## src/rtl/assert_macros.svh

```systemverilog
// assertion helpers used by the top-level rtl
`ifndef ASSERT_MACROS_SVH
`define ASSERT_MACROS_SVH

// same-cycle implication, disabled during reset
`define CHK_IMPLY(label, clk, rst_n, lhs, rhs) \
	label: assert property (@(posedge clk) disable iff (!rst_n) (lhs) |-> (rhs)) \
		else $error("implication check failed");

// next-cycle implication, disabled during reset
`define CHK_NEXT(label, clk, rst_n, lhs, rhs) \
	label: assert property (@(posedge clk) disable iff (!rst_n) (lhs) |=> (rhs)) \
		else $error("next-cycle check failed");

`endif

```

## src/rtl/lrip_isqrt.sv

```systemverilog
`default_nettype none
module lrip_isqrt #(
	parameter int N = 19
) (
	input  logic           clk,
	input  logic           en,
	input  logic [2*N-1:0] din,
	output logic [N-1:0]   root
);

	logic [N+1:0]   rem_s  [N];
	logic [N-1:0]   root_s [N];
	logic [2*N-1:0] rest_s [N];

	for (genvar k = 0; k < N; k++) begin : g_stage
		logic [N+1:0]   rem_p;
		logic [N-1:0]   root_p;
		logic [2*N-1:0] rest_p;
		logic [N+1:0]   rem_n;
		logic [N+1:0]   trial;
		logic           ge;

		if (k == 0) begin : g_first
			assign rem_p  = '0;
			assign root_p = '0;
			assign rest_p = din;
		end else begin : g_next
			assign rem_p  = rem_s[k-1];
			assign root_p = root_s[k-1];
			assign rest_p = rest_s[k-1];
		end

		// bring down two bits, try root*4+1
		assign rem_n = {rem_p[N-1:0], rest_p[2*N-1 -: 2]};
		assign trial = {root_p, 2'b01};
		assign ge    = rem_n >= trial;

		always_ff @(posedge clk) begin
			if (en) begin
				rem_s[k]  <= ge ? rem_n - trial : rem_n;
				root_s[k] <= {root_p[N-2:0], ge};
				rest_s[k] <= {rest_p[2*N-3:0], 2'b00};
			end
		end
	end

	assign root = root_s[N-1];

endmodule
`default_nettype wire

```

## config.mk

```make
export PLATFORM = sky130hd
export DESIGN_NAME = lrip_isqrt
export DESIGN_NICKNAME = d
export VERILOG_FILES = /design/src/rtl/assert_macros.svh /design/src/rtl/lrip_isqrt.sv
export SDC_FILE = /design/constraint.sdc
export NUM_CORES = 1
export LEC_CHECK = 0
export BUFFER_PORTS_ARGS = -buffer_cell sky130_fd_sc_hd__buf_2
export CORE_AREA = 5 5 321 197
export CTS_BUF_LIST = sky130_fd_sc_hd__clkbuf_2
export CTS_CLUSTER_DIAMETER = 120
export DETAILED_ROUTE_END_ITERATION = 10
export DIE_AREA = 0 0 326 202
export PLACE_DENSITY = 0.82
export RECOVER_POWER = 100
export SKIP_LAST_GASP = 1
export SYNTH_ARGS = -nofsm -noshare
export SYNTH_HDL_FRONTEND = slang
export SYNTH_SLANG_ARGS = --single-unit
```

## constraint.sdc

```tcl
create_clock -name clk -period 8.5 [get_ports clk]
set_clock_uncertainty 0.05 [all_clocks]
set_input_delay 0.425 -clock clk [delete_from_list [all_inputs] [get_ports clk]]
set_output_delay 0.425 -clock clk [all_outputs]
set_load 0.01 [all_outputs]
```

==> summary.md <==
| Metric | Value |
|---|---|
| Setup violations, final | `0` |
| Mapped Cells | `2926` |
| Most area-hungry cell type in the Yosys netlist | `edfxtp_1` |
| CP Data Required Time | `9190 ps` |
| Number of synthesized flops with an enable pin | `approximately 850` |
| Die height | `roughly 200 microns` |
| Core Rows | `70` |
| Max_cap viols | `4` |
| Cells on worst reg2reg path | `9` |
| Final worst slack | `4050 ps` |
| CP Launch Type | `input port` |
| Final nets | `3471` |
| Die W | `326 microns` |
| Outcome | `complete, but fails checks` |
| Total power | `10.1 mW` |
| Num CTS Buffers | `188` |
| Vias in the first global route | `24143` |
| Distinct cell type count after synthesis | `86` |
| Area grow syn2layout | `8.93%` |
| 1st-pass router iterations | `5` |
| Most common flop cell mapped by yosys | `edfxtp_1` |
| Final non-filler cell area | `between 40000 and 50000 sq um` |
| Initial antenna violation count | `5` |
| Syn Std Cell Area | `39200 sq um` |
| DRT iter0 DRCs | `3191` |
| Slew HR | `-197%` |
| Critical Path Sink Type | `flop` |
| Starting Density | `about 65%` |
| Die area | `between 60000 and 70000 sq um` |
| Largest net degree at the start of global routing | `183` |
| Via count | `24580` |
| H-tree levels | `4` |
| Hold Startpoint | `en` |
| Pins Over Slew Limit | `approximately 450` |
| Synth top area share | `65.3%` |
| Peak VDD IR | `about 0.16 mV` |
| WL final | `slightly below 80000 microns` |
| Max Freq | `0.225 GHz` |
| Unrepaired setup endpoints after global routing | `false` |
| Yosys reg bits | `852` |
| Commonest non-fill, non-tap cell in the layout | `edfxtp_1` |
| Hold buffer count at cts | `between 70 and 80` |
| Final hold violation count | `0` |
| Period utilisation layout | `52.4%` |
| Post-Syn Nets | `3176` |
| Clock Pin Slew Worst Setup and Hold Paths | `150 ps` |
| Yosys Warn Count | `0` |
| Seq/Total Area, Yosys | `65.3%` |
| Setup crit start | `en` |
| Hold Path Depth | `2` |
| Gpl congestion | `around 0.93` |
| R2r startpoint | `rem_s[15][2]` |
| Clock Tree Root | `clkbuf_2` |
| Post-DRT Antenna Nets | `0` |
| Area contributors post-synth | `edfxtp_1, ha_1, xnor2_1` |
| Num ports | `59` |
| Crit Path Class | `in2reg` |
| Vias per cell | `5.94` |
| Total gr overflow | `0` |
| CTS tree | `built` |
| Postcts setup bufs | `0` |
| Clock net sink count | `~850` |
| Commonest cells after routing, fill and taps aside | `edfxtp_1, clkbuf_2, inv_1` |
| Residual DRC | `0` |
| Post-DP HPWL | `between 50000 and 60000 microns` |
| IO Port Bufs | `58` |
| Skew-Pair Late Insertion Delay | `1300 ps` |
| PwrDens | `between 200 and 250 nW/um^2` |
| Layout cells sized above 1 | `11.4%` |
| Fillers | `4035` |
| Total Neg Setup Slack | `0 ps` |
| Core area | `about 60000 sq um` |
| Mapped Avg Cell Area | `13.4 sq um` |
| Maximum root-to-sink buffer count | `3` |
| Crit path DAT | `5150 ps` |
| Worst slack, placed | `5170 ps` |
| Worst Hold Class | `in2reg` |
| Post-synthesis async set-or-reset flop share | `0%` |
| Min cycle time layout | `4450 ps` |
| Avg WL per Cell | `19.2 microns` |
| Slew @ Worst Pin | `4460 ps` |
| Placed Area | `slightly above 40000 sq um` |
| Failing checks | `max-capacitance violations, max-slew violations` |
| Worst Path Max Fanout | `about 180` |
| First-pass GRT wire length | `128000 microns` |
| CTS resizes | `0` |
| GRT Util Overall | `24.2%` |
| Leakage | `between 15 and 20 nW` |
[worst paths after layout]
path | endpoint | slack (ps)
worst min register to register | rest_s[3][26] | 350
worst max-delay path | rem_s[13][14] | 4050
worst max register to register | rem_s[16][18] | 4080
worst min-delay path | rest_s[2][11] | 250
[routing by layer]
metal	track usage, %	share of wire, %	up-vias
met5	0	0.034	-
met4	5.88	1.2	4
met3	6.98	10	113
met2	32.6	41	1085
met1	38.9	48	11806
li1	-	-	11572
[cells in the mapped netlist, types with 32 or more instances]
cell and n:
nand4_1 32, o21ai_0 142, ha_1 210, mux2_2 39
a21oi_1 183, nand2_1 142, inv_1 250, xor2_1 108
nand3_1 41, nor2_1 199, nand2b_1 44, nor3_1 77
xnor2_1 139, a21o_1 51, edfxtp_1 852, o21a_1 47
[critical path, cell delays in order]
cell and delay, ps:
dlygate4sd3_1 560, buf_8 680, clkbuf_2 3100
[layout make-up]
| type | instances | area (sq um) | share of cell area, % |
|---|---|---|---|
| Antenna cell | 5 | 12.5 | 0.0293 |
| Clock buffer | 269 | 1350 | 3.16 |
| Clock inverter | 43 | 244 | 0.572 |
| Inverter | 250 | 938 | 2.20 |
| Multi-Input combinational cell | 1780 | 12400 | 29.1 |
| Sequential cell | 852 | 25600 | 60.0 |
| Tap cell | 792 | 991 | 2.32 |
| Timing Repair Buffer | 149 | 1140 | 2.67 |
[logic make-up (layout without fill, tap and decap cells)]
| logic type | after synthesis | count (layout) | share of synthesized area [%] |
|---|---|---|---|
| adders and majority gates | 210 | 210 | 6.71 |
| muxes | 41 | 41 | 1.17 |
| AOI/OAI and AO/OA | 571 | 571 | 9.21 |
| DFF | 852 | 852 | 65.3 |
| other | 1 | 6 | 0.00958 |
| xor gates and xnor gates | 247 | 247 | 5.53 |
| buffers and inverters | 294 | 711 | 2.86 |
| and+or+nand+nor | 710 | 710 | 9.17 |
[state kept, by name, summed over array words and instances (netlist names)]
signal and cells:
rem_s 320, root_s 190, rest_s 342
[per-stage QoR]
stage / std cells / hold WS (ps) / util, %
after detailed placement: 3744 / 355 / 67.3
after global routing: 4140 / 180 / 71.0
after floorplan: 2926 / 350 / -
final: 4140 / 252 / 71.0
after CTS: 4134 / 152 / 71.2
after global placement: 3744 / 350 / 67.3
[power by group]
part	internal [mW]	switching, mW	total [mW]	leakage (nW)
Combinational	0.860	1.19	2.05	7.28
Clock	0.883	1.58	2.47	1.23
Sequential	5.28	0.295	5.57	8.17
No activity file was read; power rests on OpenSTA's default activity.
