--- src/rtl/assert_macros.svh ---
// assertion helpers used by the top-level rtl
`ifndef ASSERT_MACROS_SVH
`define ASSERT_MACROS_SVH

// same-cycle implication, disabled during reset
`define CHK_IMPLY(label, clk, rst_n, lhs, rhs) \
	label: assert property (@(posedge clk) disable iff (!rst_n) (lhs) |-> (rhs)) \
		else $error("implication check failed");

// next-cycle implication, disabled during reset
`define CHK_NEXT(label, clk, rst_n, lhs, rhs) \
	label: assert property (@(posedge clk) disable iff (!rst_n) (lhs) |=> (rhs)) \
		else $error("next-cycle check failed");

`endif

--- src/rtl/lrip_pkg.sv ---
`default_nettype none
package lrip_pkg;

	localparam int CW = 48;
	localparam int AW = 32;
	localparam int CORDIC_STEPS = 24;
	localparam int QW = 19;
	localparam int RW = 14;

	localparam logic signed [AW-1:0] HALF_TURN = 32'sd184320000;
	localparam logic signed [AW-1:0] QUARTER_TURN = 32'sd92160000;

	localparam int ATAN_TAB [CORDIC_STEPS] = '{
		46080000, 27202612, 14373113, 7296017, 3662166, 1832868, 916658, 458357,
		229182, 114591, 57296, 28648, 14324, 7162, 3581, 1790,
		895, 448, 224, 112, 56, 28, 14, 7
	};

	typedef enum logic [2:0] {
		REG_USE_RING   = 3'd0,
		REG_VERT_OFF   = 3'd1,
		REG_VERT_RES   = 3'd2,
		REG_HORIZ_RES  = 3'd3,
		REG_MIN_RANGE  = 3'd4
	} reg_idx_t;

	typedef enum logic [1:0] {
		CAUSE_KEEP = 2'd0,
		CAUSE_ROW  = 2'd1,
		CAUSE_COL  = 2'd2,
		CAUSE_NEAR = 2'd3
	} cause_t;

	localparam logic [16:0] VERT_OFF_RST = 17'd15100;
	localparam logic [RW-1:0] VERT_RES_RST = 14'd2000;
	localparam logic [RW-1:0] HORIZ_RES_RST = 14'd200;
	localparam logic [15:0] MIN_RANGE_RST = 16'd1000;

endpackage
`default_nettype wire

--- src/rtl/lrip_div.sv ---
`default_nettype none
module lrip_div
	import lrip_pkg::*;
(
	input  logic          clk,
	input  logic          en,
	input  logic [QW-1:0] dividend,
	input  logic [RW-1:0] divisor,
	output logic [QW-1:0] quot
);

	logic [RW-1:0] rem_s  [QW];
	logic [QW-1:0] rest_s [QW];
	logic [QW-1:0] q_s    [QW];

	for (genvar k = 0; k < QW; k++) begin : g_stage
		logic [RW-1:0] rem_p;
		logic [QW-1:0] rest_p;
		logic [QW-1:0] q_p;
		logic [RW:0]   rem_n;
		logic [RW:0]   diff;
		logic          ge;

		if (k == 0) begin : g_first
			assign rem_p  = '0;
			assign rest_p = dividend;
			assign q_p    = '0;
		end else begin : g_next
			assign rem_p  = rem_s[k-1];
			assign rest_p = rest_s[k-1];
			assign q_p    = q_s[k-1];
		end

		assign rem_n = {rem_p, rest_p[QW-1]};
		assign ge    = rem_n >= {1'b0, divisor};
		assign diff  = rem_n - {1'b0, divisor};

		always_ff @(posedge clk) begin
			if (en) begin
				rem_s[k]  <= ge ? diff[RW-1:0] : rem_n[RW-1:0];
				rest_s[k] <= {rest_p[QW-2:0], 1'b0};
				q_s[k]    <= {q_p[QW-2:0], ge};
			end
		end
	end

	assign quot = q_s[QW-1];

endmodule
`default_nettype wire

--- config.mk ---
export PLATFORM = sky130hd
export DESIGN_NAME = lrip_div
export DESIGN_NICKNAME = d
export VERILOG_FILES = /design/src/rtl/assert_macros.svh /design/src/rtl/lrip_pkg.sv /design/src/rtl/lrip_div.sv
export SDC_FILE = /design/constraint.sdc
export NUM_CORES = 1
export LEC_CHECK = 0
export ABC_AREA = 1
export BUFFER_PORTS_ARGS = -buffer_cell sky130_fd_sc_hd__clkbuf_2
export CAP_MARGIN = 20
export CORE_MARGIN = 5
export CORE_UTILIZATION = 40
export CTS_CLUSTER_DIAMETER = 80
export DETAILED_ROUTE_END_ITERATION = 8
export PLACE_DENSITY = 0.62
export SYNTH_ARGS = -nofsm -noshare
export SYNTH_HDL_FRONTEND = slang
export SYNTH_SLANG_ARGS = --single-unit
--- constraint.sdc ---
create_clock -name clk -period 3.87 [get_ports clk]
set_input_delay 0.5805 -clock clk [delete_from_list [all_inputs] [get_ports clk]]
set_output_delay 0.5805 -clock clk [all_outputs]
set_load 0.02 [all_outputs]
==> results_dict.tcl, run 1 <==
set metrics [dict create \
    status "completed" \
    first_pass_iters 8 \
    rsz0062_at_grt "false" \
    cts_buffers 73 \
    nFillCells 9253 \
    fmax_mhz 377 \
    grt_pass1_wl_mm 142 \
    die_w_um 320 \
    cts_tree "built" \
    drv_cap 0 \
    synthFlopType "edfxtp_1" \
    cp_max_fo 24 \
    period_minus_slack_ns 2.65 \
    syn-num-nets 4575 \
    r2r_setup_slack_ns 1.48 \
    die-area_um2 102000 \
    worstSetupPathType "input port to register" \
    endpoint_kind "register" \
    drt_wl_total_mm 89.0 \
    die_h_um 320 \
    min_from "dividend[1]" \
    via_count 27700 \
    drive_gt1_share_pct 10.1 \
    finalSetupTns_ns 0 \
    r2r.worst_path.cells 9 \
    clk_pin_slew_ns 0.06 \
    yosysWarnings 0 \
    synth.avg_cell_area_um2 9.02 \
    area_delta_synth_final_pct 10.9 \
    min_path_cells 1 \
    cts_num_sinks 613 \
    pin_count 54 \
    async_reset_ff_share_pct 0 \
    cts_setup_buffers 0 \
    multiInputGateArea_um2 16600 \
    mostFrequentLayoutCell "nand2_1" \
    ir_drop_v 0.000400 \
    grt_max_degree 91 \
    synth_edf_count 613 \
    cp-start-kind "input port" \
    synthCells 4252 \
    hp-class "input port to register" \
    final_area_um2 42500 \
    finalHoldViolCount 0 \
    antenna_found_initial 0 \
    total_power_uw 31500 \
    placed_area_um2 40200 \
    track_usage_pct 17.2 \
    hold_ws_ns 0.123 \
    port_buffers 53 \
    nets 4703 \
    netlist_area_um2 38400 \
    crit_arrival_ns 3.03 \
    fin_crit_sh_pct 68.5 \
    hold_end "rest_s[0][1]" \
    maxSlewViolCount 0 \
    drc_errors 0 \
    wire_per_inst_um 15.6 \
    clk_latency_ns 0.64 \
    detail-route-antenna-nets 0 \
    skew_ns 0.0153 \
    rows 113 \
    cts_resized 0 \
    htree_levels 3 \
    clockBufferDepth 3 \
    core_area_um2 95200 \
    power.density_nw_per_um2 741 \
    dp_slack_ns 0.564 \
    finalSetupViolCount 0 \
    avgViaCountPerCell 4.85 \
    place_hpwl_mm 63.6 \
    grt_pass1_vias 26400 \
    worstPathRequired_ns 4.25 \
    r2r-start "rem_s[11][8]" \
    ys_types 43 \
    initial_utilization_pct 40.3 \
    ys_seq_area_share_pct 48.0 \
    r2r-end "rem_s[12][10]" \
    clock-root-buffer "clkbuf_16" \
    layout_common_cells "1320 x nand2_1, 758 x inv_1, 613 x edfxtp_1" \
    gp_congestion 0.914 \
    ys_seq_elements 613 \
    drt_iter0_drc 1892 \
    p_leak_uw 0.0201 \
    slew_headroom_pct 46.4 \
    tightest_slew_ns 0.797 \
    cts_hold_buf 0 \
    setup_slack_ns 1.22 \
    ff_latch_area_um2 18400 \
    overflow 0 \
]
[final cells by class]
type | instances | share of cell area (%)
antenna | 1 | 0.00588
clock buffer | 87 | 4.62
clock inverter | 44 | 0.915
inverter | 767 | 6.77
multi-input combinational | 2837 | 39.1
sequential | 613 | 43.3
tap | 1265 | 3.72
timing repair buffer | 88 | 1.59
[metal layers]
metal,GRT usage (%),share of wire (%),vias to the layer above
met4,5.20,2.8,0
li1,-,-,14200
met5,0,0,-
met1,23.8,47,12700
met2,28.1,46,571
met3,2.72,4.4,167
[through the flow]
stage / std cells / utilization [%]
after global placement: 5570 / 42.2
after CTS: 5701 / 44.7
after global routing: 5701 / 44.7
after floorplan: 4252 / -
final: 5702 / 44.7
after detailed placement: 5570 / 42.2
[synthesized netlist by cell type (9+ instances only)]
master,number,area share (%)
nand3_4,24,1.1
a21o_1,13,0.25
nand3_2,16,0.42
o21ai_1,103,1.3
a21oi_4,17,0.72
nor2_1,195,1.9
nand4_1,163,2.7
and2_1,25,0.41
nand2_4,13,0.38
buf_6,24,0.70
nand3_1,229,3.0
a21oi_1,91,1.2
inv_1,759,7.4
xnor2_1,38,0.87
nand2_2,59,0.96
edfxtp_1,613,48
or2_1,9,0.15
nand3b_1,17,0.33
ha_1,271,8.8
nand2_1,1320,13
xor2_1,82,1.9
o21ai_2,36,0.82
nand4_4,13,0.72
nor2_2,42,0.68
fa_1,17,0.89
[report_power, final]
group,switching (uW),internal [uW]
clock,2790,4020
sequential,1010,9620
combinational,9070,4990
[worst max path at each step]
stage / slack, ns / endpoint / cells after the start / from
CTS: 1.26 / rem_s[9][6] / 12 / divisor[9]
floorplan: 0.78 / rem_s[9][13] / 11 / divisor[1]
detailed placement: 0.56 / rem_s[9][6] / 12 / divisor[9]
global placement: 0.62 / rem_s[3][10] / 12 / divisor[9]
finish: 1.22 / rem_s[9][10] / 12 / divisor[9]
global route: 1.08 / rem_s[1][7] / 12 / divisor[9]
[kinds of logic (layout without fill, tap and decap cells)]
family	count (synthesis)	after routing	share of synthesized area (%)
and+or+nand+nor	2153	2153	26.3
buffers and inverters	802	986	8.68
DFF	613	613	48.0
adders and majority gates	288	288	9.72
AOI/OAI and AO/OA	276	276	4.60
xor gates and xnor gates	120	120	2.74
other	0	1	0
[sequential cells by signal, indices dropped and copies added, names as in the netlist]
register / count
rem_s: 252
q_s: 190
rest_s: 171
[worst max-delay path, cell delays in order]
cell and delay (ns):
clkbuf_2 0.08, inv_1 0.55, buf_4 0.35, ha_1 0.33
nand2_2 0.12, inv_1 0.04, nand2_1 0.06, nand2_1 0.09
a21oi_4 0.23, nand3_4 0.32, nand2_1 0.19, o21ai_2 0.06
(Power assumes the default switching activity.)
==> inputs of run 2 (changes only) <==
Settings changed: PLACE_DENSITY 0.62 to 0.64.
Clock period 3.87 ns to 2.25 ns, I/O delays scaled along.
==> run 2 against run 1 <==
  * Sequential share of layout area down 4.5 points
  * Die area unchanged
  * Clock skew up 0.0080 ns
  * Critical path type is now register to register
  * Largest power group unchanged
==> results_dict.tcl, run 2 (same netlist as run 1, synthesis figures left out) <==
set metrics [dict create \
    maxSlewViolCount 0 \
    overflow 0 \
    setup_slack_ns 0.131 \
    period_minus_slack_ns 2.12 \
    hold_end "rem_s[0][0]" \
    worstPathRequired_ns 2.65 \
    drv_cap 0 \
    drc_errors 0 \
    wire_per_inst_um 14.5 \
    final_area_um2 47400 \
    cts_num_sinks 613 \
    tightest_slew_ns 0.497 \
    top_regs "rem_s: 252 flops, q_s: 190 flops, rest_s: 171 flops" \
    grt_pass1_vias 29200 \
    crit_path_top_delay_cell "edfxtp_1" \
    r2r-start "rem_s[6][9]" \
    core_area_um2 95200 \
    p_leak_uw 0.0231 \
    crit_top_cell "nand2_1" \
    min_path_cells 3 \
    r2r-end "q_s[7][0]" \
    top_register "rem_s" \
    path_cells "ha_1 -> nand2_1 -> inv_1 -> nand2_1 -> nand2_1 -> a21oi_4 -> nand3_2 -> buf_4" \
    r2r.worst_path.cells 8 \
    die_h_um 320 \
    clk_pin_slew_ns 0.06 \
    pin_count 54 \
    layout_common_cells "1320 x nand2_1, 757 x inv_1, 613 x edfxtp_1" \
    port_buffers 53 \
    track_usage_pct 17.6 \
    finalHoldViolCount 0 \
    clockBufferDepth 3 \
    grt_max_degree 89 \
    drt_wl_total_mm 91.3 \
    largest_register_ffs 252 \
    htree_levels 3 \
    hp-class "input port to register" \
    worstSetupPathType "register to register" \
    endpoint_kind "register" \
    area_delta_synth_final_pct 23.7 \
    cp_max_fo 10 \
    placed_area_um2 44900 \
    finalSetupViolCount 0 \
    fin_util_pct 49.9 \
    drive_gt1_share_pct 20.7 \
    cts_tree "built" \
    fin_crit_sh_pct 94.2 \
    first_pass_iters 5 \
    finalSetupTns_ns 0 \
    slew_headroom_pct 66.6 \
    antenna_found_initial 0 \
    min_from "dividend[18]" \
    status "completed" \
    initial_utilization_pct 40.3 \
    drt_iter0_drc 1937 \
    power.density_nw_per_um2 1260 \
    gp_congestion 0.915 \
    clock-root-buffer "clkbuf_16" \
    dp_slack_ns -0.210 \
    nFillCells 8848 \
    die_w_um 320 \
    avgViaCountPerCell 4.73 \
    slowest_delay_ns 0.46 \
    rsz0062_at_grt "false" \
    nets 5314 \
    cp-start-kind "register" \
    detail-route-antenna-nets 0 \
    r2r_setup_slack_ns 0.13 \
    clk_latency_ns 0.64 \
    skew_ns 0.0233 \
    die-area_um2 102000 \
    n_antenna_cell 0 \
    cts_buffers 73 \
    via_count 29900 \
    cts_setup_buffers 0 \
    fmax_mhz 472 \
    crit_arrival_ns 2.52 \
    mostFrequentLayoutCell "nand2_1" \
    ir_drop_v 0.000720 \
    grt_pass1_wl_mm 148 \
    rows 113 \
    place_hpwl_mm 67.7 \
]
==> run 2: changes by cell type in the layout (fill, tap and decap cells not counted), sizes merged <==
cell	delta
buf	+592
dlygate4sd3	+18
clkinv	-4
clkinvlp	+4
bufinv	-2
inv	+2
diode	-1
nand3	+1
==> run 2: where the power goes <==
| group | total (uW) | internal [uW] | leakage [uW] | switching (uW) |
|---|---|---|---|---|
| Sequential | 18200 | 16500 | 0.00600 | 1630 |
| Combinational | 30000 | 13200 | 0.0160 | 16800 |
| Clock | 11500 | 6610 | 0.00111 | 4860 |
| Total | 59600 | 36400 | 0.0231 | 23200 |
==> run 2: worst max path at each step <==
stage	start	endpoint	slack [ns]	cells after the start
floorplan	divisor[1]	rem_s[9][13]	-0.33	11
global placement	divisor[8]	rem_s[2][13]	-0.16	13
detailed placement	divisor[8]	rem_s[2][10]	-0.21	13
CTS	rest_s[14][17]	rem_s[15][12]	0.08	10
global route	rem_s[6][9]	rem_s[7][8]	0.003	9
finish	rem_s[6][9]	q_s[7][0]	0.13	8
==> run 2: through the flow <==
| stage | cells | power [uW] | hold slack [ns] |
|---|---|---|---|
| after global placement | 6162 | 47600 | 0.401 |
| after floorplan | 4252 | 37300 | 0.400 |
| final | 6312 | 59600 | 0.0955 |
| after detailed placement | 6162 | 48100 | 0.405 |
| after global routing | 6312 | 64500 | 0.0896 |
| after CTS | 6311 | 60000 | 0.0510 |
==> run 2: worst max-delay path: cells and delay by family, from the launching register on <==
kind                     cells  cell delay [ns]
adder cells (fa/ha/maj)      1             0.35
AND/OR/NAND/NOR              4             0.59
buffers and inverters        2             0.28
flip-flops                   1             0.46
AO/OA/AOI/OAI                1             0.22
==> run 2: timing repair <==
action	in CTS	in global routing
hold buffers	18	0
setup endpoints to repair	0	14
gates resized for setup	0	7
hold endpoints to repair	18	0
==> run 2: final cells by class <==
type | count | area [um2] | area share, %
Tap cell | 1265 | 1580 | 3.34
Multi-Input combinational cell | 2838 | 16700 | 35.1
Timing Repair Buffer | 698 | 5590 | 11.8
Clock inverter | 44 | 390 | 0.823
Clock buffer | 87 | 1920 | 4.05
Sequential cell | 613 | 18400 | 38.8
Inverter | 767 | 2880 | 6.08
==> run 2: routing by layer <==
| layer | track usage (%) | vias up | part of all wire, % |
|---|---|---|---|
| met5 | 0 | - | 0 |
| met4 | 5.28 | 0 | 2.9 |
| met3 | 2.69 | 181 | 4.4 |
| met2 | 29.9 | 581 | 47 |
| met1 | 23.5 | 13600 | 46 |
| li1 | - | 15500 | - |
